$ cat src/lca_pkg.sv
package lca_pkg;

   localparam int MAX_NODES  = 1024;
   localparam int TOUR_DEPTH = 2048;

   localparam int NODE_W = 10;
   localparam int LVL_W  = 11;
   localparam int POS_W  = $clog2(TOUR_DEPTH);
   localparam int CNT_W  = POS_W + 1;
   localparam int NADR_W = $clog2(MAX_NODES);

   // request codes
   localparam logic [1:0] REQ_CLEAR  = 2'd0;
   localparam logic [1:0] REQ_APPEND = 2'd1;
   localparam logic [1:0] REQ_QUERY  = 2'd2;
   localparam logic [1:0] REQ_RSVD   = 2'd3;

   typedef struct packed {
      logic [1:0]        req_type;
      logic [NODE_W-1:0] tour_node;
      logic [LVL_W-1:0]  tour_level;
      logic [NODE_W-1:0] node_u;
      logic [NODE_W-1:0] node_v;
   } req_item_type;

   typedef struct packed {
      logic [NODE_W-1:0] ancestor;
      logic              unknown_node;
   } rsp_item_type;

   // tour element and per-node entry as stored
   typedef struct packed {
      logic [NODE_W-1:0] id;
      logic [LVL_W-1:0]  depth;
   } tour_entry_type;

   typedef struct packed {
      logic             seen;
      logic [POS_W-1:0] pos;
   } node_entry_type;

   typedef enum logic [2:0] {
      ST_CLEAR,
      ST_IDLE,
      ST_APPEND,
      ST_QRY_U,
      ST_QRY_V,
      ST_SCAN,
      ST_RESP
   } st_type;

endpackage

$ cat src/lca_ram.sv
module lca_ram import lca_pkg::*; #(
   parameter int WIDTH = 8,
   parameter int DEPTH = 16
) (
   input  logic                     clock,
   input  logic                     wr_en,
   input  logic [$clog2(DEPTH)-1:0] wr_addr,
   input  logic [WIDTH-1:0]         wr_data,
   input  logic [$clog2(DEPTH)-1:0] rd_addr,
   output logic [WIDTH-1:0]         rd_data
);

   logic [WIDTH-1:0] mem [DEPTH];
   logic [WIDTH-1:0] rd_data_ff;

   // one write port, one registered read port
   always_ff @(posedge clock) begin
      if (wr_en) begin
         mem[wr_addr] <= wr_data;
      end
      rd_data_ff <= mem[rd_addr];
   end

   assign rd_data = rd_data_ff;

endmodule

$ cat config.mk
export PLATFORM = sky130hd
export DESIGN_NAME = lca_ram
export DESIGN_NICKNAME = d
export VERILOG_FILES = /design/src/lca_pkg.sv /design/src/lca_ram.sv
export SDC_FILE = /design/constraint.sdc
export NUM_CORES = 1
export LEC_CHECK = 0
export BUFFER_PORTS_ARGS = -buffer_cell sky130_fd_sc_hd__buf_2
export CAP_MARGIN = 10
export CORE_MARGIN = 2
export CORE_UTILIZATION = 65
export DETAILED_ROUTE_END_ITERATION = 6
export GPL_ROUTABILITY_DRIVEN = 0
export MAX_ROUTING_LAYER = met4
export PLACE_DENSITY = 0.88
export SYNTH_ARGS = -nofsm -noshare
export SYNTH_HDL_FRONTEND = slang
export SYNTH_SLANG_ARGS = --single-unit
$ cat constraint.sdc
create_clock -name clock -period 4.5 [get_ports clock]
set_input_delay 0.9 -clock clock [delete_from_list [all_inputs] [get_ports clock]]
set_output_delay 0.9 -clock clock [all_outputs]
set_load 0.02 [all_outputs]
* After elaboration in Yosys (flattened, before gate mapping)
Memory sizes are Yosys's and may differ from the RTL's. A register that Yosys moved wholly into a read port is not among the register bits. Index checks and enable logic that the tools add are counted.
Storage, ports and cells: RAM bits 128, memory bits (read-only) 0, memories 1, output and inout bits 8, input port bits 18, logic and storage cells 3, bits in latches 0, register bits 0
Operators by class: multiplexer cells 2, reduce and logical (&&, ||, !) cells 0, $add $sub $neg 0, shift-type cells 0, bitwise logic cells 0, div/mod/pow operators 0, order comparisons 0, multipliers 0, equality and inequality tests 0
Memories:
- mem | depth 16, width 8, rd ports 1, clocked after memory_dff 1, wr ports 1, line lca_ram.sv:13 | logic [WIDTH-1:0] mem [DEPTH];
Operators by type and width (number):
- $mux W1 | 2

* Logic depth before layout (Yosys ltp)
Gate-level depths: netlist (run 1).
depth after elaboration 2, mapped depth 5, mapped depth without buffers 3

* Worst setup path before layout (run 1)
No wires, ideal clock.
kind input to register, start in wr_addr[2], end mem mem[0][0], enable pin, setup slack 2.107 ns, library setup time 0.383 ns, data required time 4.117 ns, stages 2, buffers on the path 0, arrival 2.010 ns, cells stage by stage or3b_2 nor3_1
RTL lines:
- start: declaration | line lca_ram.sv:7 | input logic [$clog2(DEPTH)-1:0] wr_addr,
- end: declaration | line lca_ram.sv:13
Straight into the memory's write port.

==> summary.md, run 1 <==
| Metric | Value |
|---|---|
| Status | `finished clean` |
| Setup CP Type | `in -> reg` |
| Post-synthesis instance area | `5150 um^2` |
| Slew HR | `28.4%` |
| Global-route wire length before repair | `14,700 um` |
| Die boundary height | `93.0 um` |
| Syn_area_per_cell | `22.5 um^2` |
| CTS buffer count | `17` |
| Area contributors post-synth | `edfxtp_1 (75%), mux4_2 (7.9%), mux4_1 (7.1%)` |
| Slowest CP cell | `buf_2` |
| Hold Violations, Final | `0` |
| Hpwl dp | `5540 um` |
| Crit path from | `rd_addr[0]` |
| Max Root-Sink Buffers | `2` |
| Resized cells post-CTS | `0` |
| Die boundary width | `93.0 um` |
| HP Start | `mem[15][7]$_DFFE_PP_` |
| Lkg Pwr | `1.99 nW` |
| Clock Latency Late Sink | `0.51 ns` |
| Power Density | `479 nW/um^2` |
| Final setup TNS | `0 ns` |
| Initial antenna violation count | `0` |
| Design Area, Final | `5890 um^2` |
| Vias per inst | `6.58` |
| Setup bufs post-CTS | `0` |
| Starting DRT DRC Count | `361` |
| CTS Hold Bufs | `0` |
| RSZ-0062 raised after global routing | `false` |
| Post-synthesis cell type count | `19` |
| Largest net degree at the start of global routing | `33` |
| Vias | `2,515` |
| Crit path capture type | `flip-flop` |
| Crit-path max FO | `32` |
| Area Growth Syn to Fin | `14.5%` |
| Mapped Nets | `247` |
| Fin crit period | `2.38 ns` |
| Core footprint | `7690 um^2` |
| Yosys reg bits | `136` |
| Startpoint of the worst-slack reg-to-reg timing path | `mem[3][7]$_DFFE_PP_` |
| GRT Resource Usage Total | `25.7%` |
| DIE AREA | `8650 um^2` |
| Initial Util | `67.0%` |
| Top delay family on crit path | `buffers and inverters` |
| Yosys top cell by area | `edfxtp_1` |
| Setup violations, final | `0` |
| Final period utilization | `53.0%` |
| Post-route ant nets | `0` |
| CP max stage delay | `0.79 ns` |
| ANT cells | `0` |
| Hold Path Class | `reg -> reg` |
| Fmax | `420 MHz` |
| Worst Setup Start Kind | `primary input` |
| DRC viols | `0` |
| DP Area | `5340 um^2` |
| Grt total ovfl | `0` |
| Yosys top cell area share | `74.7%` |
| Vias in the first global route | `2,491` |
| Worst vdd ir | `375 uV` |
| Pins Over Slew Limit | `0` |
| Crit path required time | `4.87 ns` |
| Final Skew | `0.00542 ns` |
| Clock sink count | `136` |
| Critical path arrival | `2.76 ns` |
| Clk pin slew, worst setup/hold paths | `0.06 ns` |
| # port buffers | `25` |
| CTS root buf | `clkbuf_8` |
| Synth Warn # | `0` |
| CP Cell Sequence | `buf_2 > mux4_1 > a22oi_1 > nand2_1` |
| CTS tree | `yes` |
| Mapped Cells | `229` |
| Sequential area share after synthesis | `77.8%` |
| Row count | `32` |
| Final nets | `285` |
| H-tree levels | `4` |
| WL final | `9880 um` |
| Final Util | `76.6%` |
| Buf+Inv Stages, Crit Path | `1` |
| Slew at the pin closest to its max-slew limit | `1.07 ns` |
| Max-cap viol count | `0` |
| Fraction of layout cells with a size suffix above 1 | `27.1%` |
| Drt pass-1 iters | `5` |
| # IOs | `26` |
| Routed wire per std cell | `25.9 um` |
==> layout by cell type, fill, tap and decap left out <==
| master | instances |
|---|---|
| clkbuf_16 | 16 |
| nand2_1 | 9 |
| nand3_1 | 1 |
| edfxtp_1 | 128 |
| nor3_1 | 4 |
| and2_1 | 1 |
| clkinv_4 | 1 |
| clkinvlp_4 | 1 |
| nand2b_1 | 2 |
| or3b_2 | 1 |
| nor2_1 | 13 |
| mux4_1 | 14 |
| clkbuf_2 | 1 |
| buf_4 | 3 |
| bufinv_16 | 1 |
| nor2b_1 | 1 |
| clkbuf_8 | 5 |
| clkbuf_1 | 3 |
| nand3b_1 | 2 |
| buf_2 | 25 |
| a22oi_1 | 16 |
| and2b_1 | 1 |
| dfxtp_1 | 8 |
| mux4_2 | 18 |
| clkinv_2 | 4 |
| clkinv_1 | 1 |
==> sequential cells by signal, indices dropped and copies added (netlist names) <==
| signal | cells |
|---|---|
| rd_data | 8 |
| mem | 128 |
==> per-layer routing <==
metal / track usage (%) / vias up / share of wire [%]
li1: - / 1052 / -
met1: 36.8 / 1280 / 41
met2: 36.7 / 158 / 48
met3: 6.29 / 25 / 8.5
met4: 10.3 / 0 / 2.0
met5: - / - / 0
==> metrics by stage <==
stage	hold slack [ns]	std cells	worst slack (ns)	total power, mW
after floorplan	0.629	229	2.11	1.53
after global placement	0.646	349	1.65	1.58
after detailed placement	0.662	349	1.60	1.58
after CTS	0.673	381	2.10	2.83
after global routing	0.680	382	1.99	2.89
final	0.671	382	2.12	2.82
==> Yosys cell counts <==
| library cell | instances |
|---|---|
| mux4_2 | 18 |
| and2_1 | 1 |
| clkdlybuf4s25_2 | 3 |
| a22oi_1 | 16 |
| buf_4 | 1 |
| or3b_2 | 1 |
| nand2b_1 | 2 |
| nor2b_1 | 1 |
| nor3_1 | 4 |
| and2b_1 | 1 |
| nand2_1 | 9 |
| edfxtp_1 | 128 |
| dfxtp_1 | 8 |
| buf_6 | 3 |
| nand3_1 | 1 |
| nor2_1 | 13 |
| buf_2 | 3 |
| mux4_1 | 14 |
| nand3b_1 | 2 |
==> report_power, final <==
part           internal [mW]  switching, mW  total [mW]
registers               1.42        0.00906        1.43
clock network          0.786          0.474        1.26
logic                 0.0511         0.0829       0.134
total                   2.25          0.566        2.82
==> path summary, 6_finish.rpt <==
check	to	cells past startpoint	slack [ns]
max	rd_data[0]$_DFF_P_	4	2.12
min	rd_data[7]$_DFF_P_	3	0.67
min reg2reg	rd_data[7]$_DFF_P_	3	0.67
max reg2reg	rd_data[7]$_DFF_P_	3	3.08
==> logic make-up (layout without fill, tap and decap cells) <==
group	after synthesis	count (layout)	synth area share, %
muxes	32	32	15.0
buffers and inverters	10	61	1.68
AOI/OAI and AO/OA	16	16	2.33
and+or+nand+nor	35	35	3.18
DFF	136	136	77.8
==> worst reg2reg max path, delay by kind of cell (launching register included) <==
kind	cells	cell delay, ns
multiplexers	1	0.48
flip-flops	1	0.37
AND/OR/NAND/NOR	1	0.10
AO/OA/AOI/OAI	1	0.35
==> final cells by class <==
cell class / count / area (um^2)
well taps: 102 / 128
clock buffers: 24 / 480
fillers: 399 / 1800
clock inverters: 8 / 70.1
flip-flops and latches: 136 / 4000
multi-input cells: 83 / 1060
repair buffers: 29 / 153
(Power assumes the default switching activity.)
==> run 2, diff against run 1 <==
--- a/config.mk
+++ b/config.mk
@@ -8,11 +8,11 @@
 export BUFFER_PORTS_ARGS = -buffer_cell sky130_fd_sc_hd__buf_2
 export CAP_MARGIN = 10
 export CORE_MARGIN = 2
-export CORE_UTILIZATION = 65
+export CORE_UTILIZATION = 60
 export DETAILED_ROUTE_END_ITERATION = 6
 export GPL_ROUTABILITY_DRIVEN = 0
 export MAX_ROUTING_LAYER = met4
-export PLACE_DENSITY = 0.88
+export PLACE_DENSITY = 0.82
 export SYNTH_ARGS = -nofsm -noshare
 export SYNTH_HDL_FRONTEND = slang
 export SYNTH_SLANG_ARGS = --single-unit
==> constraint.sdc (replaced) <==
create_clock -name clock -period 2.4 [get_ports clock]
set_input_delay 0.48 -clock clock [delete_from_list [all_inputs] [get_ports clock]]
set_output_delay 0.48 -clock clock [all_outputs]
set_load 0.02 [all_outputs]
==> summary.md, run 2 (same netlist as run 1, synthesis figures left out) <==
| Metric | Value |
|---|---|
| Status | `finished clean` |
| CTS buffer count | `17 (unchanged)` |
| Area Growth Syn to Fin | `19.0%` |
| Hold slack | `0.356 ns (-0.314 ns)` |
| Crit path capture type | `flip-flop` |
| Net Sw Power | `1.11 mW (+96%)` |
| Pins Over Slew Limit | `0 (unchanged)` |
| Die boundary height | `96.6 um (+3.9%)` |
| Initial Util | `62.3% (-4.6 points)` |
| Routed wire per std cell | `26.9 um (+4.1%)` |
| Power Density | `913 nW/um^2 (+91%)` |
| Vias in the first global route | `2,714 (+9.0%)` |
| Clock Latency Late Sink | `0.51 ns (about the same)` |
| Final setup TNS | `0 ns (unchanged)` |
| Resized cells post-CTS | `0 (unchanged)` |
| Max Root-Sink Buffers | `2 (unchanged)` |
| Setup CP Type | `in -> reg` |
| RSZ-0062 raised after global routing | `false` |
| Fraction of layout cells with a size suffix above 1 | `32.0% (+4.8 points)` |
| Crit path required time | `2.79 ns (-2.08 ns)` |
| Top reg by flops | `mem` |
| CTS tree | `yes` |
| Final Skew | `0.00737 ns (+0.00195 ns)` |
| Hpwl dp | `6250 um (+13%)` |
| Hold Path Class | `in -> reg` |
| Combinational Power Share | `4.9% (about the same)` |
| Post-route ant nets | `0 (unchanged)` |
| Max reg flops | `128 (unchanged)` |
| GRT Resource Usage Total | `25.6% (about the same)` |
| Lkg Pwr | `2.11 nW (+6.4%)` |
| Vias per inst | `6.42 (-2.6%)` |
| DRC viols | `0 (unchanged)` |
| H-tree levels | `4 (unchanged)` |
| Worst Setup Start Kind | `primary input` |
| Design Area, Final | `6120 um^2 (+3.9%)` |
| Int Pwr | `4.48 mW (+99%)` |
| Critical path arrival | `1.92 ns (-0.84 ns)` |
| WL final | `10,800 um (+9.5%)` |
| # IOs | `26 (unchanged)` |
| Flop pwr share | `47.8% (-2.8 points)` |
| Final period utilization | `63.7%` |
| Slew at the pin closest to its max-slew limit | `0.768 ns (-0.306 ns)` |
| Setup bufs post-CTS | `0 (unchanged)` |
| Vias | `2,579 (+2.5%)` |
| Sw Ratio | `19.9% (-0.20 points)` |
| Commonest non-fill, non-tap cell in the layout | `edfxtp_1` |
| Hold Violations, Final | `0 (unchanged)` |
| DP Area | `5510 um^2 (+3.3%)` |
| Total power | `5.59 mW (+98%)` |
| Final nets | `302 (+6.0%)` |
| Clock power frac | `47.3% (+2.6 points)` |
| Slew HR | `48.7% (+20 points)` |
| Crit-path max FO | `16 (-50%)` |
| CP max stage delay | `0.60 ns (-0.19 ns)` |
| Fmax | `654 MHz` |
| CP Cell Sequence | `buf_2 > buf_12 > mux4_1 > a22oi_1 > nand2_1` |
| Die boundary width | `96.6 um (+3.9%)` |
| Starting DRT DRC Count | `339 (-6.1%)` |
| Clock sink count | `136 (unchanged)` |
| Row count | `33 (+3.1%)` |
| Initial antenna violation count | `0 (unchanged)` |
| DIE AREA | `9340 um^2 (+8.0%)` |
| Buf+Inv Stages, Crit Path | `2 (+1)` |
| CTS Hold Bufs | `0 (unchanged)` |
| Leading cell types in the layout, fill and taps excluded | `edfxtp_1 (128), buf_2 (25), mux4_2 (18), buf_4 (18)` |
| Largest net degree at the start of global routing | `33 (unchanged)` |
| Clk pin slew, worst setup/hold paths | `0.06 ns (about the same)` |
| Core footprint | `8260 um^2 (+7.4%)` |
| ANT cells | `0 (unchanged)` |
| CTS root buf | `clkbuf_8` |
| Setup violations, final | `0 (unchanged)` |
| Max-cap viol count | `0 (unchanged)` |
| Top delay family on crit path | `multiplexers` |
| Fin crit period | `1.53 ns` |
| Global-route wire length before repair | `16,700 um (+14%)` |
| Grt total ovfl | `0 (unchanged)` |
| Slowest CP cell | `mux4_1` |
| Post-placement setup slack | `0.376 ns (-1.22 ns)` |
| Worst vdd ir | `587 uV (+56%)` |
| Final worst setup slack | `0.870 ns (-1.25 ns)` |
| # port buffers | `25 (unchanged)` |
| Drt pass-1 iters | `5 (unchanged)` |
run 2: cell types whose count changed in the layout (fill, tap and decap cells not counted), sizes merged:
cell / delta
bufinv: +3
clkinvlp: +1
buf: +18
clkbuf: -5
run 2: final cells by class:
| class | count | area (um^2) |
|---|---|---|
| clock buffer | 20 | 435 |
| clock inverter | 12 | 176 |
| fill | 457 | 2130 |
| multi-input combinational | 83 | 1060 |
| sequential | 136 | 4000 |
| tap | 105 | 131 |
| timing repair buffer | 46 | 320 |
run 2: power groups by stage:
stage	clock network (mW)	logic, mW	registers [mW]
final	2.64	0.275	2.67
after global routing	2.77	0.292	2.68
after CTS	2.67	0.276	2.67
after detailed placement	0	0.267	2.72
after global placement	0	0.258	2.72
after floorplan	0	0.135	2.74
run 2: metal layers:
layer  GRT usage (%)  vias up  wire [um]
met3            5.92       25       1050
li1                -     1083          -
met1            35.7     1291       4280
met2            37.2      180       5240
met4            11.2        0        250
met5               -        -          0
run 2: worst paths after layout:
| check | start | slack (ns) | endpoint | cells past startpoint |
|---|---|---|---|---|
| worst min-delay path | wr_data[7] | 0.36 | mem[14][7]$_DFFE_PP_ | 1 |
| worst min register to register | mem[12][1]$_DFFE_PP_ | 0.70 | rd_data[1]$_DFF_P_ | 3 |
| worst max register to register | mem[11][6]$_DFFE_PP_ | 0.99 | rd_data[6]$_DFF_P_ | 3 |
| worst max-delay path | rd_addr[0] | 0.87 | rd_data[4]$_DFF_P_ | 5 |
run 2: per-stage QoR:
stage          instances  util, %
3_3_place_gp         370     66.8
3_5_place_dp         370     66.8
6_report             402     74.2
4_1_cts              402     74.2
5_1_grt              402     74.2
2_1_floorplan        229        -
==> run 3, diff against run 2 <==
--- a/config.mk
+++ b/config.mk
@@ -8,11 +8,11 @@
 export BUFFER_PORTS_ARGS = -buffer_cell sky130_fd_sc_hd__buf_2
 export CAP_MARGIN = 10
 export CORE_MARGIN = 2
-export CORE_UTILIZATION = 60
+export CORE_UTILIZATION = 54
 export DETAILED_ROUTE_END_ITERATION = 6
 export GPL_ROUTABILITY_DRIVEN = 0
 export MAX_ROUTING_LAYER = met4
-export PLACE_DENSITY = 0.82
+export PLACE_DENSITY = 0.78
 export SYNTH_ARGS = -nofsm -noshare
 export SYNTH_HDL_FRONTEND = slang
 export SYNTH_SLANG_ARGS = --single-unit
==> constraint.sdc (replaced) <==
create_clock -name clock -period 1.4 [get_ports clock]
set_input_delay 0.28 -clock clock [delete_from_list [all_inputs] [get_ports clock]]
set_output_delay 0.28 -clock clock [all_outputs]
set_load 0.02 [all_outputs]
==> summary.md, run 3 (same netlist as run 1, synthesis figures left out) <==
| Metric | Value |
|---|---|
| Status | `finished clean` |
| Setup bufs post-CTS | `0 (unchanged)` |
| CTS buffer count | `17 (unchanged)` |
| Largest net degree at the start of global routing | `18 (-45%)` |
| DRC viols | `0 (unchanged)` |
| DIE AREA | `10,300 um^2 (+11%)` |
| Crit-path max FO | `1 (-15)` |
| Design Area, Final | `6380 um^2 (+4.1%)` |
| Hold path depth | `1 (unchanged)` |
| Crit path required time | `1.79 ns (-1.00 ns)` |
| Power Density | `1540 nW/um^2 (+69%)` |
| Clock sink count | `136 (unchanged)` |
| Die boundary height | `102 um (+5.2%)` |
| Post-placement setup slack | `-0.272 ns (-0.649 ns)` |
| Final nets | `317 (+5.0%)` |
| Setup CP Type | `reg -> reg` |
| GRT Resource Usage Total | `23.1% (-2.5 points)` |
| Max reg flops | `128 (unchanged)` |
| Slew HR | `42.4% (-6.3 points)` |
| Core footprint | `9240 um^2 (+12%)` |
| Final worst setup slack | `0.0448 ns (-0.825 ns)` |
| Fin crit period | `1.36 ns` |
| Slew at the pin closest to its max-slew limit | `0.861 ns (+0.0922 ns)` |
| Vias per inst | `5.86 (-8.6%)` |
| Die boundary width | `102 um (+5.2%)` |
| H-tree levels | `4 (unchanged)` |
| Initial antenna violation count | `0 (unchanged)` |
| Clk pin slew, worst setup/hold paths | `0.06 ns (about the same)` |
| Hpwl dp | `6460 um (+3.3%)` |
| Starting DRT DRC Count | `217 (-36%)` |
| Setup violations, final | `0 (unchanged)` |
| Pins Over Slew Limit | `0 (unchanged)` |
| Routed wire per std cell | `23.4 um (-13%)` |
| CTS tree | `yes` |
| # IOs | `26 (unchanged)` |
| Commonest non-fill, non-tap cell in the layout | `edfxtp_1` |
| Lkg Pwr | `2.23 nW (+5.3%)` |
| Fill cells | `537 (+18%)` |
| CTS root buf | `clkbuf_8` |
| Resized cells post-CTS | `0 (unchanged)` |
| Clock Latency Late Sink | `0.51 ns (about the same)` |
| Max Root-Sink Buffers | `2 (unchanged)` |
| Grt total ovfl | `0 (unchanged)` |
| CTS Hold Bufs | `0 (unchanged)` |
| Row count | `35 (+6.1%)` |
| Worst Setup Start Kind | `flip-flop` |
| Leading cell types in the layout, fill and taps excluded | `edfxtp_1 (128), buf_4 (30), buf_2 (25)` |
| Global-route wire length before repair | `15,800 um (-4.9%)` |
| Hold Path Class | `in -> reg` |
| Crit path capture type | `flip-flop` |
| Vias | `2,586 (+0.27%)` |
| DP Area | `5720 um^2 (+3.8%)` |
| Fmax | `738 MHz` |
| Critical path arrival | `1.74 ns (-0.18 ns)` |
| # port buffers | `25 (unchanged)` |
| Hold Violations, Final | `0 (unchanged)` |
| ANT cells | `0 (unchanged)` |
| WL final | `10,300 um (-4.5%)` |
| Final period utilization | `96.8%` |
| RSZ-0062 raised after global routing | `false` |
| Max-cap viol count | `0 (unchanged)` |
| Area Growth Syn to Fin | `23.9%` |
| Final Skew | `0.00594 ns (-0.00142 ns)` |
| Top reg by flops | `mem` |
| Initial Util | `55.7% (-6.6 points)` |
| Vias in the first global route | `2,632 (-3.0%)` |
| Post-route ant nets | `0 (unchanged)` |
| Worst vdd ir | `705 uV (+20%)` |
| Fraction of layout cells with a size suffix above 1 | `38.8% (+6.8 points)` |
| R2R cell count | `3 (unchanged)` |
| Drt pass-1 iters | `5 (unchanged)` |
run 3: layout make-up:
cell class / instances / area, um^2 / area share [%]
Sequential cell: 136 / 4000 / 62.8
Multi-Input combinational cell: 83 / 1100 / 17.3
Timing Repair Buffer: 61 / 470 / 7.38
Clock buffer: 17 / 414 / 6.49
Clock inverter: 15 / 225 / 3.53
Tap cell: 129 / 161 / 2.53
run 3: worst paths after layout:
kind	from	endpoint	slack, ns
worst min register to register	mem[14][1]$_DFFE_PP_	rd_data[1]$_DFF_P_	0.66
worst max register to register	mem[10][7]$_DFFE_PP_	rd_data[7]$_DFF_P_	0.04
worst min-delay path	wr_data[1]	mem[5][1]$_DFFE_PP_	0.15
worst max-delay path	mem[10][7]$_DFFE_PP_	rd_data[7]$_DFF_P_	0.04
run 3: metrics by stage:
step	power (mW)	utilization (%)	hold slack (ns)	setup TNS (ns)	instances
final	9.82	69.0	0.148	0	441
after global routing	10.1	69.0	0.152	0	441
after CTS	9.86	68.9	0.134	0	441
after detailed placement	5.16	61.9	0.655	-4.99	409
after global placement	5.14	61.9	0.656	-3.22	409
after floorplan	4.93	-	0.379	-0.0929	229
run 3: power breakdown:
part	switching (mW)	internal, mW
combinational	0.284	0.217
clock	1.66	3.08
sequential	0.0283	4.55
total	1.97	7.85
run 3: metal layers:
metal  track usage, %  vias to the layer above  share of wire (%)
met5                -                        -                  0
met1             31.1                     1318                 39
met3             6.69                       14                8.2
li1                 -                     1116                  -
met2             34.9                      138                 52
met4             6.55                        0               0.93
run 3: critical path: stages, from the launching register on:
cell,delay (ns)
edfxtp_1,0.37
mux4_2,0.48
a22oi_1,0.29
nand2_1,0.09
